File: config.mk
export PLATFORM = sky130hd
export DESIGN_NAME = rotary_encoder_velocity_decoder_top_flat
export DESIGN_NICKNAME = d
export VERILOG_FILES = /design/src/hw/rtl/renc_pkg.sv /design/src/hw/rtl/renc_if.sv /design/src/hw/rtl/renc_front.sv /design/src/hw/rtl/renc_queue.sv /design/src/hw/rtl/renc_back.sv /design/src/hw/rtl/rotary_encoder_velocity_decoder_top.sv /design/src/flat_wrapper.sv
export SDC_FILE = /design/constraint.sdc
export NUM_CORES = 1
export LEC_CHECK = 0
export BUFFER_PORTS_ARGS = -buffer_cell sky130_fd_sc_hd__buf_2
export CORE_UTILIZATION = 35
export CTS_BUF_LIST = sky130_fd_sc_hd__clkbuf_2 sky130_fd_sc_hd__clkbuf_4 sky130_fd_sc_hd__clkbuf_8
export DETAILED_ROUTE_END_ITERATION = 8
export HOLD_SLACK_MARGIN = 0.05
export MAX_ROUTING_LAYER = met4
export PLACE_DENSITY = 0.5
export SLEW_MARGIN = 20
export SYNTH_ARGS = -nofsm -noshare
export SYNTH_HDL_FRONTEND = slang
export SYNTH_SLANG_ARGS = --single-unit
File: constraint.sdc
create_clock -name clk -period 5.45 [get_ports clk]
set_clock_uncertainty 0.2 [all_clocks]
set_input_delay 0.8175 -clock clk [delete_from_list [all_inputs] [get_ports clk]]
set_output_delay 0.8175 -clock clk [all_outputs]
set_load 0.05 [all_outputs]
File: src/hw/rtl/renc_pkg.sv
// Shared types and constants for the rotary encoder velocity decoder.
// Used by the channel interfaces, the front, queue and back stages, and the top level.
package renc_pkg;

  localparam int IDX_W      = 2;
  localparam int PIN_W      = 3;
  localparam int AB_W       = 2;
  localparam int SPIN_W     = 8;
  localparam int EVENT_W    = 2;
  localparam int MASK_W     = 3;
  localparam int TICK_W     = 8;
  localparam int GEAR_W     = 6;
  localparam int SUM_W      = 10;
  localparam int CFG_DATA_W = 8;
  localparam int CFG_IDX_W  = 1;

  localparam int QUEUE_DEPTH = 2;
  localparam int QPTR_W      = $clog2(QUEUE_DEPTH);
  localparam int QCNT_W      = $clog2(QUEUE_DEPTH + 1);

  // Pin bit positions inside a sample
  localparam int PIN_BTN = 2;

  localparam logic [AB_W-1:0]   AB_DETENT      = 2'b11;
  localparam logic [AB_W-1:0]   AB_ZERO        = 2'b00;
  localparam logic [AB_W-1:0]   AB_A_ONLY      = 2'b01;
  localparam logic [AB_W-1:0]   AB_B_ONLY      = 2'b10;
  localparam logic [TICK_W-1:0] DEBOUNCE_RESET = 8'd20;
  localparam logic [TICK_W-1:0] TICK_MAX       = 8'd255;
  localparam logic [TICK_W-1:0] GAP_FAST       = 8'd8;
  localparam logic [TICK_W-1:0] GAP_MID        = 8'd20;
  localparam logic [TICK_W-1:0] GAP_SLOW       = 8'd50;
  localparam logic [GEAR_W-1:0] GEAR_X50       = 6'd50;
  localparam logic [GEAR_W-1:0] GEAR_X10       = 6'd10;
  localparam logic [GEAR_W-1:0] GEAR_X2        = 6'd2;
  localparam logic [GEAR_W-1:0] GEAR_X1        = 6'd1;
  localparam logic signed [SUM_W-1:0] SPIN_MAX = 10'sd127;
  localparam logic signed [SUM_W-1:0] SPIN_MIN = -10'sd128;

  typedef enum logic [IDX_W-1:0] {
    REQ_SAMPLE     = 2'd0,
    REQ_READ_SPIN  = 2'd1,
    REQ_TAKE_EVENT = 2'd2
  } req_e;

  typedef enum logic [CFG_IDX_W-1:0] {
    REG_REVERSE_MASK   = 1'b0,
    REG_DEBOUNCE_TICKS = 1'b1
  } cfg_reg_e;

  // Classified item passed from the front to the back
  typedef struct packed {
    logic             sample;
    logic             read_spin;
    logic             take_event;
    logic             in_range;
    logic [IDX_W-1:0] idx;
    logic [AB_W-1:0]  ab;
    logic             btn_up;
  } item_t;

  typedef struct packed {
    logic empty;
    logic full;
  } q_status_t;

endpackage

File: src/hw/rtl/renc_if.sv
// Request and response channel interfaces of the encoder decoder.
// Widths come from renc_pkg.
interface renc_req_if;
  logic                        valid;
  logic                        ready;
  logic [renc_pkg::IDX_W-1:0]  req_type;
  logic [renc_pkg::IDX_W-1:0]  encoder_index;
  logic [renc_pkg::PIN_W-1:0]  pin_levels;

  modport source (output valid, req_type, encoder_index, pin_levels, input ready);
  modport sink   (input valid, req_type, encoder_index, pin_levels, output ready);
endinterface

interface renc_rsp_if;
  logic                                valid;
  logic                                ready;
  logic signed [renc_pkg::SPIN_W-1:0]  spin_value;
  logic [renc_pkg::EVENT_W-1:0]        press_event;
  logic                                button_pressed;

  modport source (output valid, spin_value, press_event, button_pressed, input ready);
  modport sink   (input valid, spin_value, press_event, button_pressed, output ready);
endinterface

File: src/hw/rtl/renc_front.sv
// Front stage: accepts request items, decodes the request type, checks the
// encoder index and applies the A/B swap. Depends on renc_pkg and renc_req_if.
module renc_front #(
  parameter int ENCODER_COUNT = 3
) (
  renc_req_if.sink                   req,
  input  logic [renc_pkg::MASK_W-1:0] reverse_mask,
  input  renc_pkg::q_status_t        q_status,
  output logic                       push,
  output renc_pkg::item_t            push_item
);

  logic [renc_pkg::MASK_W-1:0] mask_shifted;
  logic [renc_pkg::AB_W-1:0]   ab_raw;
  logic                        swap;

  assign req.ready = !q_status.full;
  assign push      = req.valid && !q_status.full;

  assign ab_raw       = req.pin_levels[renc_pkg::AB_W-1:0];
  assign mask_shifted = reverse_mask >> req.encoder_index;
  // Swap only the single-channel levels; 00 and 11 read the same either way
  assign swap = mask_shifted[0] &&
                (ab_raw == renc_pkg::AB_A_ONLY || ab_raw == renc_pkg::AB_B_ONLY);

  always_comb begin
    push_item            = '0;
    push_item.idx        = req.encoder_index;
    push_item.in_range   = 32'(req.encoder_index) < ENCODER_COUNT;
    push_item.ab         = swap ? ~ab_raw : ab_raw;
    push_item.btn_up     = req.pin_levels[renc_pkg::PIN_BTN];
    case (req.req_type)
      renc_pkg::REQ_SAMPLE:     push_item.sample     = 1'b1;
      renc_pkg::REQ_READ_SPIN:  push_item.read_spin  = 1'b1;
      renc_pkg::REQ_TAKE_EVENT: push_item.take_event = 1'b1;
      default: ;
    endcase
  end

endmodule

File: src/hw/rtl/renc_queue.sv
// Short queue of classified items between the front and back stages.
// Depends on renc_pkg.
module renc_queue (
  input  logic                clk,
  input  logic                rst,
  input  logic                push,
  input  renc_pkg::item_t     push_item,
  input  logic                pop,
  output renc_pkg::item_t     head,
  output renc_pkg::q_status_t status
);

  renc_pkg::item_t               slots [renc_pkg::QUEUE_DEPTH];
  logic [renc_pkg::QPTR_W-1:0]   wr_ptr;
  logic [renc_pkg::QPTR_W-1:0]   rd_ptr;
  logic [renc_pkg::QCNT_W-1:0]   count;

  assign head         = slots[rd_ptr];
  assign status.empty = count == '0;
  assign status.full  = count == renc_pkg::QCNT_W'(renc_pkg::QUEUE_DEPTH);

  always_ff @(posedge clk) begin
    if (push) begin
      slots[wr_ptr] <= push_item;
    end
  end

  always_ff @(posedge clk) begin
    if (rst) begin
      wr_ptr <= '0;
      rd_ptr <= '0;
      count  <= '0;
    end else begin
      if (push) begin
        wr_ptr <= wr_ptr + 1'b1;
      end
      if (pop) begin
        rd_ptr <= rd_ptr + 1'b1;
      end
      case ({push, pop})
        2'b10:   count <= count + 1'b1;
        2'b01:   count <= count - 1'b1;
        default: ;
      endcase
    end
  end

endmodule

File: src/hw/rtl/renc_back.sv
// Back stage: per-encoder state, edge machine, velocity gear, spin accumulator,
// button debounce and the output register. Depends on renc_pkg and renc_rsp_if.
module renc_back #(
  parameter int ENCODER_COUNT = 3
) (
  input  logic                          clk,
  input  logic                          rst,
  input  renc_pkg::item_t               head,
  input  renc_pkg::q_status_t           q_status,
  input  logic [renc_pkg::TICK_W-1:0]   debounce_ticks,
  output logic                          pop,
  renc_rsp_if.source                    rsp
);

  logic [renc_pkg::AB_W-1:0]   prev_ab       [ENCODER_COUNT];
  logic                        cw_mark       [ENCODER_COUNT];
  logic                        ccw_mark      [ENCODER_COUNT];
  logic                        button_down   [ENCODER_COUNT];
  logic [renc_pkg::TICK_W-1:0] release_count [ENCODER_COUNT];
  logic [renc_pkg::SPIN_W-1:0] spin_total    [ENCODER_COUNT];
  logic [renc_pkg::TICK_W-1:0] gap_ticks     [ENCODER_COUNT];
  logic [renc_pkg::EVENT_W-1:0] pending_event;

  logic [renc_pkg::AB_W-1:0]   sel_prev;
  logic                        sel_cw;
  logic                        sel_ccw;
  logic                        sel_down;
  logic [renc_pkg::TICK_W-1:0] sel_rc;
  logic [renc_pkg::SPIN_W-1:0] sel_spin;
  logic [renc_pkg::TICK_W-1:0] sel_gap;

  logic                        step_up;
  logic                        step_dn;
  logic                        cw_next;
  logic                        ccw_next;
  logic [renc_pkg::GEAR_W-1:0] gear;
  logic signed [renc_pkg::SUM_W-1:0] delta;
  logic signed [renc_pkg::SUM_W-1:0] sum;
  logic [renc_pkg::SPIN_W-1:0] spin_next;
  logic [renc_pkg::TICK_W-1:0] gap_next;
  logic [renc_pkg::TICK_W-1:0] rc_next;
  logic                        down_next;
  logic                        press_new;
  logic                        do_sample;
  logic                        do_read;

  assign pop       = !q_status.empty && (!rsp.valid || rsp.ready);
  assign do_sample = head.sample && head.in_range;
  assign do_read   = head.read_spin && head.in_range;

  // Pick the addressed encoder's state
  always_comb begin
    sel_prev = renc_pkg::AB_DETENT;
    sel_cw   = 1'b0;
    sel_ccw  = 1'b0;
    sel_down = 1'b0;
    sel_rc   = '0;
    sel_spin = '0;
    sel_gap  = '0;
    for (int i = 0; i < ENCODER_COUNT; i++) begin
      if (int'(head.idx) == i) begin
        sel_prev = prev_ab[i];
        sel_cw   = cw_mark[i];
        sel_ccw  = ccw_mark[i];
        sel_down = button_down[i];
        sel_rc   = release_count[i];
        sel_spin = spin_total[i];
        sel_gap  = gap_ticks[i];
      end
    end
  end

  // Detent edge machine
  always_comb begin
    step_up  = 1'b0;
    step_dn  = 1'b0;
    cw_next  = sel_cw;
    ccw_next = sel_ccw;
    if (sel_prev == renc_pkg::AB_ZERO && head.ab == renc_pkg::AB_B_ONLY) begin
      step_dn  = !sel_ccw;
      cw_next  = 1'b0;
      ccw_next = 1'b0;
    end else if (sel_prev == renc_pkg::AB_ZERO && head.ab == renc_pkg::AB_A_ONLY) begin
      step_up  = !sel_cw;
      cw_next  = 1'b0;
      ccw_next = 1'b0;
    end else if (sel_prev == renc_pkg::AB_B_ONLY && head.ab == renc_pkg::AB_ZERO) begin
      ccw_next = 1'b1;
    end else if (sel_prev == renc_pkg::AB_A_ONLY && head.ab == renc_pkg::AB_ZERO) begin
      cw_next  = 1'b1;
    end
  end

  // Velocity gear and saturating spin
  always_comb begin
    if (sel_gap < renc_pkg::GAP_FAST) begin
      gear = renc_pkg::GEAR_X50;
    end else if (sel_gap < renc_pkg::GAP_MID) begin
      gear = renc_pkg::GEAR_X10;
    end else if (sel_gap < renc_pkg::GAP_SLOW) begin
      gear = renc_pkg::GEAR_X2;
    end else begin
      gear = renc_pkg::GEAR_X1;
    end
    delta = $signed({{(renc_pkg::SUM_W-renc_pkg::GEAR_W){1'b0}}, gear});
    if (step_dn) begin
      delta = -delta;
    end
    sum = $signed({{(renc_pkg::SUM_W-renc_pkg::SPIN_W){sel_spin[renc_pkg::SPIN_W-1]}},
                   sel_spin}) + delta;
    if (sum > renc_pkg::SPIN_MAX) begin
      spin_next = renc_pkg::SPIN_MAX[renc_pkg::SPIN_W-1:0];
    end else if (sum < renc_pkg::SPIN_MIN) begin
      spin_next = renc_pkg::SPIN_MIN[renc_pkg::SPIN_W-1:0];
    end else begin
      spin_next = sum[renc_pkg::SPIN_W-1:0];
    end
    if (step_up || step_dn) begin
      gap_next = '0;
    end else if (sel_gap != renc_pkg::TICK_MAX) begin
      gap_next = sel_gap + 1'b1;
    end else begin
      gap_next = sel_gap;
    end
  end

  // Button: press at once, release after the debounce count runs out
  always_comb begin
    rc_next   = sel_rc;
    down_next = sel_down;
    press_new = 1'b0;
    if (head.btn_up) begin
      if (sel_rc != '0) begin
        rc_next = sel_rc - 1'b1;
        if (sel_rc == renc_pkg::TICK_W'(1)) begin
          down_next = 1'b0;
        end
      end
    end else begin
      if (sel_rc == '0) begin
        down_next = 1'b1;
        press_new = 1'b1;
      end
      rc_next = debounce_ticks;
    end
  end

  always_ff @(posedge clk) begin
    if (rst) begin
      for (int i = 0; i < ENCODER_COUNT; i++) begin
        prev_ab[i]       <= renc_pkg::AB_DETENT;
        cw_mark[i]       <= 1'b0;
        ccw_mark[i]      <= 1'b0;
        button_down[i]   <= 1'b0;
        release_count[i] <= '0;
        spin_total[i]    <= '0;
        gap_ticks[i]     <= '0;
      end
      pending_event <= '0;
    end else if (pop) begin
      for (int i = 0; i < ENCODER_COUNT; i++) begin
        if (int'(head.idx) == i) begin
          if (do_sample) begin
            prev_ab[i]       <= head.ab;
            cw_mark[i]       <= cw_next;
            ccw_mark[i]      <= ccw_next;
            button_down[i]   <= down_next;
            release_count[i] <= rc_next;
            gap_ticks[i]     <= gap_next;
            if (step_up || step_dn) begin
              spin_total[i] <= spin_next;
            end
          end else if (do_read) begin
            spin_total[i] <= '0;
          end
        end
      end
      if (do_sample && press_new) begin
        // Event code is encoder number plus one, wrapped to the field width
        pending_event <= renc_pkg::EVENT_W'(head.idx) + 1'b1;
      end else if (head.take_event) begin
        pending_event <= '0;
      end
    end
  end

  // Output register
  always_ff @(posedge clk) begin
    if (rst) begin
      rsp.valid <= 1'b0;
    end else if (pop) begin
      rsp.valid <= 1'b1;
    end else if (rsp.ready) begin
      rsp.valid <= 1'b0;
    end
  end

  always_ff @(posedge clk) begin
    if (pop) begin
      rsp.spin_value     <= do_read ? sel_spin : '0;
      rsp.press_event    <= head.take_event ? pending_event : '0;
      rsp.button_pressed <= head.in_range && (do_sample ? down_next : sel_down);
    end
  end

endmodule

File: src/hw/rtl/rotary_encoder_velocity_decoder_top.sv
// Rotary encoder bank with push buttons and velocity boost: top level.
// Depends on renc_pkg, renc_if, renc_front, renc_queue and renc_back.

// The block takes one request item per clock while its queue is not full and
// returns exactly one result item for each, in order. A request is classified at
// the input and held in a two-entry queue; while results are taken the back stage
// does one read-modify-write of the addressed encoder's state per cycle, so the
// sustained rate is one item per cycle, and a result is registered as its request
// leaves the queue. While results wait, up to two more requests are still accepted.
// reverse_mask and debounce_ticks are written through the register port and
// are to be changed only while no item is in flight.
module rotary_encoder_velocity_decoder_top #(
  parameter int ENCODER_COUNT = 3
) (
  input  logic                               clk,
  input  logic                               rst,
  renc_req_if.sink                           req,
  renc_rsp_if.source                         rsp,
  input  logic                               write_enable,
  input  logic [renc_pkg::CFG_IDX_W-1:0]     reg_index,
  input  logic [renc_pkg::CFG_DATA_W-1:0]    write_data
);

  logic [renc_pkg::MASK_W-1:0] reverse_mask;
  logic [renc_pkg::TICK_W-1:0] debounce_ticks;

  logic                        push;
  logic                        pop;
  renc_pkg::item_t             push_item;
  renc_pkg::item_t             head;
  renc_pkg::q_status_t         q_status;

  always_ff @(posedge clk) begin
    if (rst) begin
      reverse_mask   <= '0;
      debounce_ticks <= renc_pkg::DEBOUNCE_RESET;
    end else if (write_enable) begin
      case (reg_index)
        renc_pkg::REG_REVERSE_MASK:   reverse_mask   <= write_data[renc_pkg::MASK_W-1:0];
        renc_pkg::REG_DEBOUNCE_TICKS: debounce_ticks <= write_data;
        default: ;
      endcase
    end
  end

  renc_front #(
    .ENCODER_COUNT (ENCODER_COUNT)
  ) u_front (
    .req          (req),
    .reverse_mask (reverse_mask),
    .q_status     (q_status),
    .push         (push),
    .push_item    (push_item)
  );

  renc_queue u_queue (
    .clk       (clk),
    .rst       (rst),
    .push      (push),
    .push_item (push_item),
    .pop       (pop),
    .head      (head),
    .status    (q_status)
  );

  renc_back #(
    .ENCODER_COUNT (ENCODER_COUNT)
  ) u_back (
    .clk            (clk),
    .rst            (rst),
    .head           (head),
    .q_status       (q_status),
    .debounce_ticks (debounce_ticks),
    .pop            (pop),
    .rsp            (rsp)
  );

  a_rst_clears_output: assert property (@(posedge clk) rst |=> !rsp.valid)
    else $error("result valid right after reset");

  a_pop_fills_output: assert property (@(posedge clk) disable iff (rst)
    pop |=> rsp.valid)
    else $error("dequeued item produced no result");

  a_no_pop_when_stalled: assert property (@(posedge clk) disable iff (rst)
    (rsp.valid && !rsp.ready) |-> !pop)
    else $error("item dequeued while result held");

  a_no_push_when_full: assert property (@(posedge clk) disable iff (rst)
    (q_status.full && !pop) |=> !(q_status.empty))
    else $error("queue lost an item while full");

endmodule

File: src/flat_wrapper.sv
// flat-port wrapper written by rule: the top's interface ports become plain ports
module rotary_encoder_velocity_decoder_top_flat 
#(
  parameter int ENCODER_COUNT = 3
)
  (clk, rst, write_enable, reg_index, write_data, req_valid, req_req_type, req_encoder_index, req_pin_levels, req_ready, rsp_valid, rsp_spin_value, rsp_press_event, rsp_button_pressed, rsp_ready);
  renc_req_if req_i ();
  renc_rsp_if rsp_i ();
  input  logic clk;
  input  logic rst;
  input  logic write_enable;
  input  logic [renc_pkg::CFG_IDX_W-1:0] reg_index;
  input  logic [renc_pkg::CFG_DATA_W-1:0] write_data;
  input wire logic [$bits(req_i.valid)-1:0] req_valid;
  input wire logic [$bits(req_i.req_type)-1:0] req_req_type;
  input wire logic [$bits(req_i.encoder_index)-1:0] req_encoder_index;
  input wire logic [$bits(req_i.pin_levels)-1:0] req_pin_levels;
  output wire logic [$bits(req_i.ready)-1:0] req_ready;
  output wire logic [$bits(rsp_i.valid)-1:0] rsp_valid;
  output wire logic [$bits(rsp_i.spin_value)-1:0] rsp_spin_value;
  output wire logic [$bits(rsp_i.press_event)-1:0] rsp_press_event;
  output wire logic [$bits(rsp_i.button_pressed)-1:0] rsp_button_pressed;
  input wire logic [$bits(rsp_i.ready)-1:0] rsp_ready;
  assign req_i.valid = req_valid;
  assign req_i.req_type = req_req_type;
  assign req_i.encoder_index = req_encoder_index;
  assign req_i.pin_levels = req_pin_levels;
  assign req_ready = req_i.ready;
  assign rsp_valid = rsp_i.valid;
  assign rsp_spin_value = rsp_i.spin_value;
  assign rsp_press_event = rsp_i.press_event;
  assign rsp_button_pressed = rsp_i.button_pressed;
  assign rsp_i.ready = rsp_ready;
  rotary_encoder_velocity_decoder_top #(.ENCODER_COUNT(ENCODER_COUNT)) u_core (.clk(clk), .rst(rst), .req(req_i), .rsp(rsp_i), .write_enable(write_enable), .reg_index(reg_index), .write_data(write_data));
endmodule
==> results of run 1 <==
critical path, cell delays in order (launching register included):
cell      delay, ns
dfxtp_1        0.38
mux2_2         0.38
inv_1          0.09
ha_1           0.41
buf_4          0.23
nor2b_1        0.53
a22oi_1        0.15
o21ai_0        0.36
ha_1           0.38
a21oi_1        0.27
o221ai_1       0.15
or3_1          0.41
a22oi_2        0.43
a21oi_1        0.19
nor3_1         0.21
through the flow:
stage	utilization	std cells	area, um^2	power (mW)
after floorplan	-	607	6792	2.482
after CTS	0.4071	921	7691	3.791
after global routing	0.4076	921	7701	3.989
after detailed placement	0.3843	889	7261	2.882
final	0.4076	921	7701	3.766
after global placement	0.3843	889	7261	2.869
logic make-up after synthesis:
logic type      after synthesis  share of synthesized area
buf+inv                      39                    0.02616
xor+xnor                     13                    0.01677
mux                          22                    0.03371
flops                       135                     0.5571
simple gates                243                     0.1931
compound gates              138                     0.1408
fa+ha+maj                    17                    0.03242
state kept, by name, summed over array words and instances (netlist names), named ones only:
name                              flops
u_core.u_back.rsp.valid               1
u_core.u_back.release_count          24
u_core.u_back.spin_total             24
u_core.u_back.rsp.spin_value          8
u_core.reverse_mask                   3
u_core.u_back.rsp.press_event         2
u_core.u_back.prev_ab                 6
u_core.u_back.button_down             3
u_core.u_back.gap_ticks              24
u_core.u_queue.slots                 18
u_core.u_back.pending_event           2
u_core.debounce_ticks                 8
u_core.u_back.rsp.button_pressed      1
u_core.u_back.ccw_mark                3
u_core.u_queue.wr_ptr                 1
u_core.u_queue.rd_ptr                 1
u_core.u_queue.count                  2
u_core.u_back.cw_mark                 3
how the worst max path moves through the flow:
stage	depth (start not counted)	end	from	slack [ns]
finish	14	u_core.u_back.spin_total[0][6]	register	0.52
global route	14	u_core.u_back.spin_total[0][4]	register	0.16
CTS	15	u_core.u_back.spin_total[0][6]	register	0.36
detailed placement	15	u_core.u_back.spin_total[0][6]	register	0.38
global placement	13	u_core.u_back.spin_total[0][6]	register	0.52
floorplan	17	u_core.u_back.spin_total[0][2]	register	0.97
area by class of cell:
class,instances,share of cell area
flip-flops and latches,135,0.4913
multi-input cells,433,0.3691
well taps,260,0.04224
clock buffers,20,0.03493
repair buffers,46,0.03412
clock inverters,12,0.02096
inverters,15,0.007311
cell usage after synthesis (4+ instances only):
master / instances / area share
a21o_1: 7 / 0.0077
a21oi_1: 35 / 0.026
a22oi_1: 6 / 0.0066
a2bb2oi_1: 6 / 0.0077
a31o_2: 4 / 0.0052
a31oi_1: 9 / 0.0083
and2_1: 13 / 0.012
buf_2: 10 / 0.0074
clkbuf_1: 8 / 0.0044
dfxtp_1: 27 / 0.080
edfxtp_1: 108 / 0.48
ha_1: 16 / 0.029
inv_1: 14 / 0.0077
mux2_2: 7 / 0.012
mux2i_1: 15 / 0.022
nand2_1: 74 / 0.041
nand2b_1: 5 / 0.0046
nand3_1: 11 / 0.0081
nand3b_1: 23 / 0.025
nand4_1: 5 / 0.0046
nor2_1: 46 / 0.025
nor2b_1: 24 / 0.022
nor3_1: 11 / 0.0081
nor3_2: 4 / 0.0059
o211ai_1: 4 / 0.0044
o21ai_0: 28 / 0.021
o21ai_1: 6 / 0.0044
o21bai_1: 4 / 0.0044
o31ai_1: 4 / 0.0044
or3_1: 6 / 0.0055
xnor2_1: 7 / 0.0090
xor2_1: 6 / 0.0077
routing by layer:
metal / GRT usage / wire length, um / up-vias
met5: - / 0 / -
met3: 0.03341 / 674 / 4
li1: - / - / 2330
met2: 0.2569 / 7016 / 101
met4: 0.05149 / 76 / 0
met1: 0.2296 / 7675 / 2262
power by group:
group          total [mW]  internal, mW  switching [mW]  leakage (nW)
combinational        1.56         0.508            1.05          1.24
clock               0.898         0.491           0.407         0.223
sequential           1.31          1.26          0.0466          1.29
total                3.77          2.26            1.51          2.76
==> impl_results.md, run 1 <==
- Outcome: complete, no violations
- Data arrival at the endpoint of the critical path: roughly 5 ns
- Master cell of the clock root buffer: clkbuf_8
- Register bit total from synthesis: about 140
- Share of post-route cells with drive strength above 1: 0.1785
- Area of the multi-input gates: roughly 2800 um^2
- Overall via count from detail_route: about 4.7k
- Pin slew with the least headroom to its limit: roughly 1.1 ns
- Worst-path maximum fanout: 11
- Total of buffers placed on input and output ports: 33
- Gate Count Post-Synth: 607
- Drt pass-1 iters: 6
- Minimum period implied by the final worst setup slack: between 4 and 5 ns
- Clock buffer depth: 2
- Most frequent cells in the layout: 108 x edfxtp_1, 74 x nand2_1, 46 x nor2_1
- Required time at the endpoint of the critical path: 5.53 ns
- Total number of clock tree sinks: ~140
- Post-place setup slack: around 0.38 ns
- Core region area: 18890 um^2
- Lkg Pwr: roughly 2.8 nW
- Worst skew pair latency: ~0.43 ns
- Hold Path End: u_core.u_back.spin_total[2][3]
- Final #Nets: a little under 700
- Power per standard cell area: 489.1 nW/um^2
- Number of hold-slack violations in the final timing report: 0
- Kind of start point of the critical path: register
- Setup repair after global routing missed its margin: no
- Global-route wire length before repair: about 25000 um
- Peak ir drop on the vdd network: approximately 0.25 mV
- Final Hold Slack: between 0.2 and 0.25 ns
- Slew HR: 0.2762
- Largest net degree at the start of global routing: 37
- Sequential standard cell area: 3784 um^2
- Post-CTS setup buffers: 0
- Filler Cell Count: 1867
- Width of the die: around 140 um
- Class of the tightest hold or removal check: reg -> reg
- Crit path capture type: register
- Async set-reset flop share out of synthesis: 0
- Slew Viols, Final: 0
- Register area share after synthesis: 0.5571
- Cell area after synthesis: between 6000 and 7000 um^2
- Reg-to-Reg End: u_core.u_back.spin_total[0][6]
- Final setup violation count: 0
- Chip Height: around 140 um
- Mean area per synthesized cell: 11.19 um^2
- Growth of design area from synthesis to finish: 13.39%
- # Max-Cap Violations: 0
- Iter 0 DRT Violations: around 360
- I/O pin total: 34
- Detailed-route DRC error count: 0
- Total routed wirelength: 15440 um
- Full die area: roughly 20000 um^2
- Leading cell type in the layout, fill and taps excluded: edfxtp_1
- Crit Path Class: reg -> reg
- Sum Neg Setup Slack: 0 ns
- Clock buffers created by TritonCTS: 17
- Final Wtd Congestion: 0.8237
- Aggregate global routing overflow: 0
- Worst setup slack for register-to-register paths: around 0.52 ns
- Number of global-route vias before repair: around 4.6k
- Post-cts resize count: 0
- Number of warnings issued by yosys: 0
- Top achievable clock speed: just over 0.2 GHz
- Net count of the mapped netlist: 645
- Antenna violations before repair: 0
- Count of flip-flops with a built-in enable after synthesis: between 100 and 150
- Reg clk slew, reported paths: 0.08 ns
- Number of cell rows: 50
- Ys flop type: edfxtp_1
- Library cells used by synthesis: roughly 70
- Average vias per placed instance: around 5.1
- # H-tree levels: 4
- Instance count along the most critical hold path: 2
- Antenna cells: 0
- Launch instance of the worst min-delay path: u_core.u_back.spin_total[2][3]
- Post-CTS Hold Fix Bufs: 0
- GR Util All Layers: 0.1696
- Dpl hpwl: 10680 um
- Worst Reg2Reg Path Length in Cells: 14
- Initial core utilization: 0.3595
- Post-route antenna net violation count: 0
- Tcrit/Tclk final: 0.9049
- Post-detailed-route wirelength per cell: ~17 um
- TritonCTS clock tree: done
- Worst setup slack after layout: a little over 0.5 ns
Power figures use the tool's default switching activity.
==> run 2, diff against run 1 <==
--- a/config.mk
+++ b/config.mk
@@ -5,13 +5,13 @@
 export SDC_FILE = /design/constraint.sdc
 export NUM_CORES = 1
 export LEC_CHECK = 0
-export BUFFER_PORTS_ARGS = -buffer_cell sky130_fd_sc_hd__buf_2
-export CORE_UTILIZATION = 35
+export BUFFER_PORTS_ARGS = -buffer_cell sky130_fd_sc_hd__buf_4
+export CORE_UTILIZATION = 23
 export CTS_BUF_LIST = sky130_fd_sc_hd__clkbuf_2 sky130_fd_sc_hd__clkbuf_4 sky130_fd_sc_hd__clkbuf_8
 export DETAILED_ROUTE_END_ITERATION = 8
 export HOLD_SLACK_MARGIN = 0.05
 export MAX_ROUTING_LAYER = met4
-export PLACE_DENSITY = 0.5
+export PLACE_DENSITY = 0.37
 export SLEW_MARGIN = 20
 export SYNTH_ARGS = -nofsm -noshare
 export SYNTH_HDL_FRONTEND = slang
==> impl_results.md, run 2 (synthesized netlist as in run 1, its figures left out) <==
- Outcome: complete, no violations
- # Max-Cap Violations: 0
- Overall via count from detail_route: around 4.7k
- Worst setup slack after layout: between 0.3 and 0.4 ns
- I/O pin total: 34
- GR Util All Layers: 0.1212
- Minimum period implied by the final worst setup slack: around 5 ns
- # H-tree levels: 4
- Kind of start point of the critical path: register
- Full die area: just over 30000 um^2
- Final #Nets: 687
- Core region area: ~29000 um^2
- Reg-to-Reg End: u_core.u_back.spin_total[2][4]
- Wire length on met1: ~8700 um
- Largest registers: u_core.u_back.gap_ticks: 24 flops, u_core.u_back.release_count: 24 flops, u_core.u_back.spin_total: 24 flops
- Instance count along the most critical hold path: 2
- Growth of design area from synthesis to finish: 16.40%
- Final Wtd Congestion: about 0.8
- Crit path capture type: register
- Worst skew pair latency: ~0.45 ns
- Total number of clock tree sinks: 135
- Most frequent cells in the layout: 108 x edfxtp_1, 74 x nand2_1, 47 x buf_4
- Launch instance of the worst min-delay path: u_core.u_back.spin_total[2][3]
- Antenna cells: 0
- Tcrit/Tclk final: 0.9272
- Hold Path End: u_core.u_back.spin_total[2][3]
- Aggregate global routing overflow: 0
- Dpl hpwl: 11950 um
- Drt pass-1 iters: 5
- Lkg Pwr: between 2 and 3 nW
- Post-place setup slack: about 0.24 ns
- Worst setup slack for register-to-register paths: 0.40 ns
- Final setup violation count: 0
- Detailed-route DRC error count: 0
- Sum Neg Setup Slack: 0 ns
- Iter 0 DRT Violations: ~240
- Master cell of the clock root buffer: clkbuf_8
- Post-route antenna net violation count: 0
- Setup repair after global routing missed its margin: no
- Chip Height: 173.8 um
- Placed instance count: 1014
- Number of cell rows: a little over 60
- Number of global-route vias before repair: between 4k and 5k
- Slew HR: 0.2988
- Reg clk slew, reported paths: 0.08 ns
- Slew Viols, Final: 0
- Fin cells: 1046
- Clock buffer depth: 2
- Global-route wire length before repair: between 20000 and 30000 um
- TritonCTS clock tree: done
- Average vias per placed instance: 4.531
- Initial core utilization: 0.2353
- Top achievable clock speed: 0.1979 GHz
- Required time at the endpoint of the critical path: about 5.6 ns
- Detailed-routed wire length on met3: around 530 um
- Largest net degree at the start of global routing: 38
- Width of the die: 173.8 um
- Class of the tightest hold or removal check: reg -> reg
- Pin slew with the least headroom to its limit: between 1 and 1.5 ns
- Core Util, Final: 0.2739
- Worst Reg2Reg Path Length in Cells: 15
- Leading cell type in the layout, fill and taps excluded: edfxtp_1
- Worst-path maximum fanout: 20
- Post-CTS Hold Fix Bufs: 0
- Total of buffers placed on input and output ports: 33
- Number of hold-slack violations in the final timing report: 0
- Crit Path Class: reg -> reg
- Total routed wirelength: 17250 um
- Antenna violations before repair: 0
- Power per standard cell area: approximately 470 nW/um^2
- Detailed-routed wire length on met2: between 7000 and 8000 um
- Final Hold Slack: approximately 0.25 ns
- Data arrival at the endpoint of the critical path: 5.24 ns
- Post-detailed-route wirelength per cell: between 15 and 20 um
- Share of post-route cells with drive strength above 1: 0.1828
- Clock buffers created by TritonCTS: 17
- Highest routed layer: met4
- Peak ir drop on the vdd network: 0.2146 mV
-- run 2: changes by cell type in the layout (fill, tap and decap cells not counted), moves of 3 or more --
cell and delta:
clkbuf_4 +4, inv_6 -4, inv_4 -3, buf_4 +34, buf_2 -33
-- run 2: timing repair --
action	CTS	global route
buffers inserted	0	0
endpoints found under the setup margin	0	18
resized for setup	0	2
-- run 2: area by class of cell --
| class | instances | area, um^2 |
|---|---|---|
| clock buffers | 25 | 312.8 |
| clock inverters | 7 | 72.57 |
| fillers | 3047 | 20950 |
| inverters | 15 | 56.30 |
| multi-input cells | 433 | 2846 |
| flip-flops and latches | 135 | 3784 |
| well taps | 384 | 480.5 |
| repair buffers | 47 | 352.8 |
-- run 2: how the worst max path moves through the flow --
stage / slack (ns) / startpoint / end
3_3_place_gp: 0.23 / register / u_core.u_back.spin_total[0][6]
3_5_place_dp: 0.24 / register / u_core.u_back.spin_total[2][4]
2_1_floorplan: 0.97 / register / u_core.u_back.spin_total[0][2]
6_report: 0.40 / register / u_core.u_back.spin_total[2][4]
5_1_grt: 0.06 / register / u_core.u_back.spin_total[0][2]
4_1_cts: 0.21 / register / u_core.u_back.spin_total[2][4]
-- run 2: layer usage --
layer | vias to the layer above | GRT usage
met5 | - | -
li1 | 2327 | -
met2 | 84 | 0.1848
met1 | 2315 | 0.1612
met3 | 13 | 0.02654
met4 | 0 | 0.03289
-- run 2: power breakdown --
part | leakage [nW] | internal (mW) | switching, mW
sequential | 1.29 | 1.26 | 0.0480
combinational | 1.27 | 0.540 | 1.08
clock | 0.197 | 0.422 | 0.395
total | 2.76 | 2.22 | 1.53
-- run 2: critical path: stages, from the launching register on --
cell and delay [ns]:
dfxtp_1 0.38, mux2_2 0.39, inv_1 0.09, ha_1 0.36, buf_4 0.21, buf_4 0.29
nor2b_2 0.40, a22oi_1 0.15, o21ai_0 0.45, ha_1 0.39, inv_1 0.15, o221ai_1 0.15
or3_1 0.42, o211a_1 0.30, or4_4 0.52, o21ai_1 0.14
-- run 2: metrics by stage --
| stage | power, mW | instance area [um^2] |
|---|---|---|
| after detailed placement | 2.968 | 7507 |
| after global placement | 2.958 | 7506 |
| after CTS | 3.795 | 7893 |
| after global routing | 4.005 | 7905 |
| final | 3.751 | 7905 |
| after floorplan | 2.482 | 6792 |
==> run 3, diff against run 2 <==
--- a/config.mk
+++ b/config.mk
@@ -7,7 +7,7 @@
 export LEC_CHECK = 0
 export BUFFER_PORTS_ARGS = -buffer_cell sky130_fd_sc_hd__buf_4
 export CORE_UTILIZATION = 23
-export CTS_BUF_LIST = sky130_fd_sc_hd__clkbuf_2 sky130_fd_sc_hd__clkbuf_4 sky130_fd_sc_hd__clkbuf_8
+export CTS_BUF_LIST = sky130_fd_sc_hd__clkbuf_8
 export DETAILED_ROUTE_END_ITERATION = 8
 export HOLD_SLACK_MARGIN = 0.05
 export MAX_ROUTING_LAYER = met4
==> impl_results.md, run 3 (synthesized netlist as in run 1, its figures left out) <==
- Outcome: complete, no violations
- # Max-Cap Violations: 0
- Overall via count from detail_route: 4737
- Antenna violations before repair: 0
- Drt pass-1 iters: 5
- Leading cell type in the layout, fill and taps excluded: edfxtp_1
- Data arrival at the endpoint of the critical path: ~5.2 ns
- Peak ir drop on the vdd network: 0.2149 mV
- I/O pin total: 34
- Final Hold Slack: ~0.25 ns
- Worst skew pair latency: ~0.45 ns
- Crit path capture type: register
- Slew HR: 0.2971
- Average vias per placed instance: 4.529
- Setup repair after global routing missed its margin: no
- Detailed-route DRC error count: 0
- Aggregate global routing overflow: 0
- Largest registers: u_core.u_back.gap_ticks: 24 flops, u_core.u_back.release_count: 24 flops, u_core.u_back.spin_total: 24 flops
- Initial core utilization: 0.2353
- Number of global-route vias before repair: approximately 4.8k
- Antenna cells: 0
- Total buffers and inverters traversed by the critical path: 4
- Power per standard cell area: 471.1 nW/um^2
- Reg clk slew, reported paths: roughly 0.080 ns
- Overall power consumption: between 3 and 4 mW
- Number of hold-slack violations in the final timing report: 0
- # H-tree levels: 4
- Chip Height: between 150 and 200 um
- Pin slew with the least headroom to its limit: ~1.1 ns
- Required time at the endpoint of the critical path: ~5.6 ns
- Final #Nets: ~690
- Core region area: 28860 um^2
- Post-CTS setup buffers: 0
- Total number of clock tree sinks: about 140
- Iter 0 DRT Violations: around 250
- Post-route antenna net violation count: 0
- Worst-path cell chain: mux2_2 -> inv_1 -> ha_1 -> buf_4 -> buf_4 -> nor2b_2 -> a22oi_1 -> o21ai_0 -> ha_1 -> inv_1 -> o221ai_1 -> or3_1 -> o211a_1 -> or4_4 -> o21ai_1
- Most frequent cells in the layout: 108 x edfxtp_1, 74 x nand2_1, 47 x buf_4
- Top achievable clock speed: 0.1978 GHz
- Final Wtd Congestion: slightly above 0.8
- Clock buffers created by TritonCTS: 17
- Kind of start point of the critical path: register
- Final setup violation count: 0
- Share of post-route cells with drive strength above 1: 0.1752
- Slew Viols, Final: 0
- Master cell of the clock root buffer: clkbuf_8
- Sum Neg Setup Slack: 0 ns
- GR Util All Layers: 0.1211
- Post-detailed-route wirelength per cell: between 15 and 20 um
- Total of buffers placed on input and output ports: 33
- Full die area: roughly 30000 um^2
- Global-route wire length before repair: 27130 um
- Dpl hpwl: about 12000 um
- Clock buffer depth: 2
- Minimum period implied by the final worst setup slack: 5.055 ns
- Largest net degree at the start of global routing: 38
- Tcrit/Tclk final: 0.9276
- Class of the tightest hold or removal check: reg -> reg
- Crit Path Class: reg -> reg
- Number of cell rows: 62
- Lkg Pwr: about 2.8 nW
- Worst-path maximum fanout: 20
- Width of the die: approximately 170 um
- Growth of design area from synthesis to finish: 16.12%
- Total routed wirelength: between 15000 and 20000 um
- Slowest cell on crit path: or4_4
- Biggest cell delay along the critical path: about 0.52 ns
- Family of cells with the greatest summed delay on the critical path: simple AND/OR/NAND/NOR gates
- TritonCTS clock tree: done
run 3: cell types whose count changed in the layout (fill, tap and decap cells not counted), sizes merged:
cell,delta
clkbuf,-5
inv,+5
run 3: where the power goes:
part | internal [mW] | switching (mW)
sequential | 1.26 | 0.0480
clock | 0.388 | 0.395
combinational | 0.540 | 1.08
run 3: stage by stage:
| step | worst slack, ns | instances | instance area, um^2 | util |
|---|---|---|---|---|
| final | 0.3948 | 1046 | 7886 | 0.2733 |
| after global routing | 0.05677 | 1046 | 7886 | 0.2733 |
| after CTS | 0.2095 | 1046 | 7874 | 0.2728 |
| after detailed placement | 0.2377 | 1014 | 7507 | 0.2601 |
| after global placement | 0.2277 | 1014 | 7506 | 0.2601 |
| after floorplan | 0.9736 | 607 | 6792 | - |
run 3: layout make-up:
cell class | instances | area, um^2
Timing Repair Buffer | 47 | 352.8
Inverter | 15 | 56.30
Fill cell | 3050 | 20970
Sequential cell | 135 | 3784
Clock buffer | 20 | 275.3
Tap cell | 384 | 480.5
Clock inverter | 12 | 91.34
Multi-Input combinational cell | 433 | 2846
run 3: layer usage:
| layer | wire length, um | up-vias | GRT usage |
|---|---|---|---|
| li1 | - | 2329 | - |
| met1 | 8709 | 2316 | 0.1616 |
| met2 | 7822 | 81 | 0.1842 |
| met3 | 533 | 11 | 0.02654 |
| met4 | 187 | 0 | 0.03289 |
| met5 | 0 | - | - |
run 3: final timing paths:
path              cells after the start  slack (ns)                        endpoint                      startpoint
setup reg to reg                     15        0.39  u_core.u_back.spin_total[2][4]                        register
hold / removal                        2        0.25  u_core.u_back.spin_total[2][3]  u_core.u_back.spin_total[2][3]
setup / recovery                     15        0.39  u_core.u_back.spin_total[2][4]                        register
hold reg to reg                       2        0.25  u_core.u_back.spin_total[2][3]  u_core.u_back.spin_total[2][3]
run 3: timing repair:
| item | in CTS | in global routing |
|---|---|---|
| endpoints found under the setup margin | 0 | 18 |
| endpoints found under the hold margin | 0 | 0 |
| hold buffers | 0 | 0 |
| gates resized for setup | 0 | 2 |
run 3: tightest hold or removal path: stages, from the launching register on:
cell and delay, ns:
dfxtp_1 0.32, nand2_1 0.05, o21ai_1 0.05
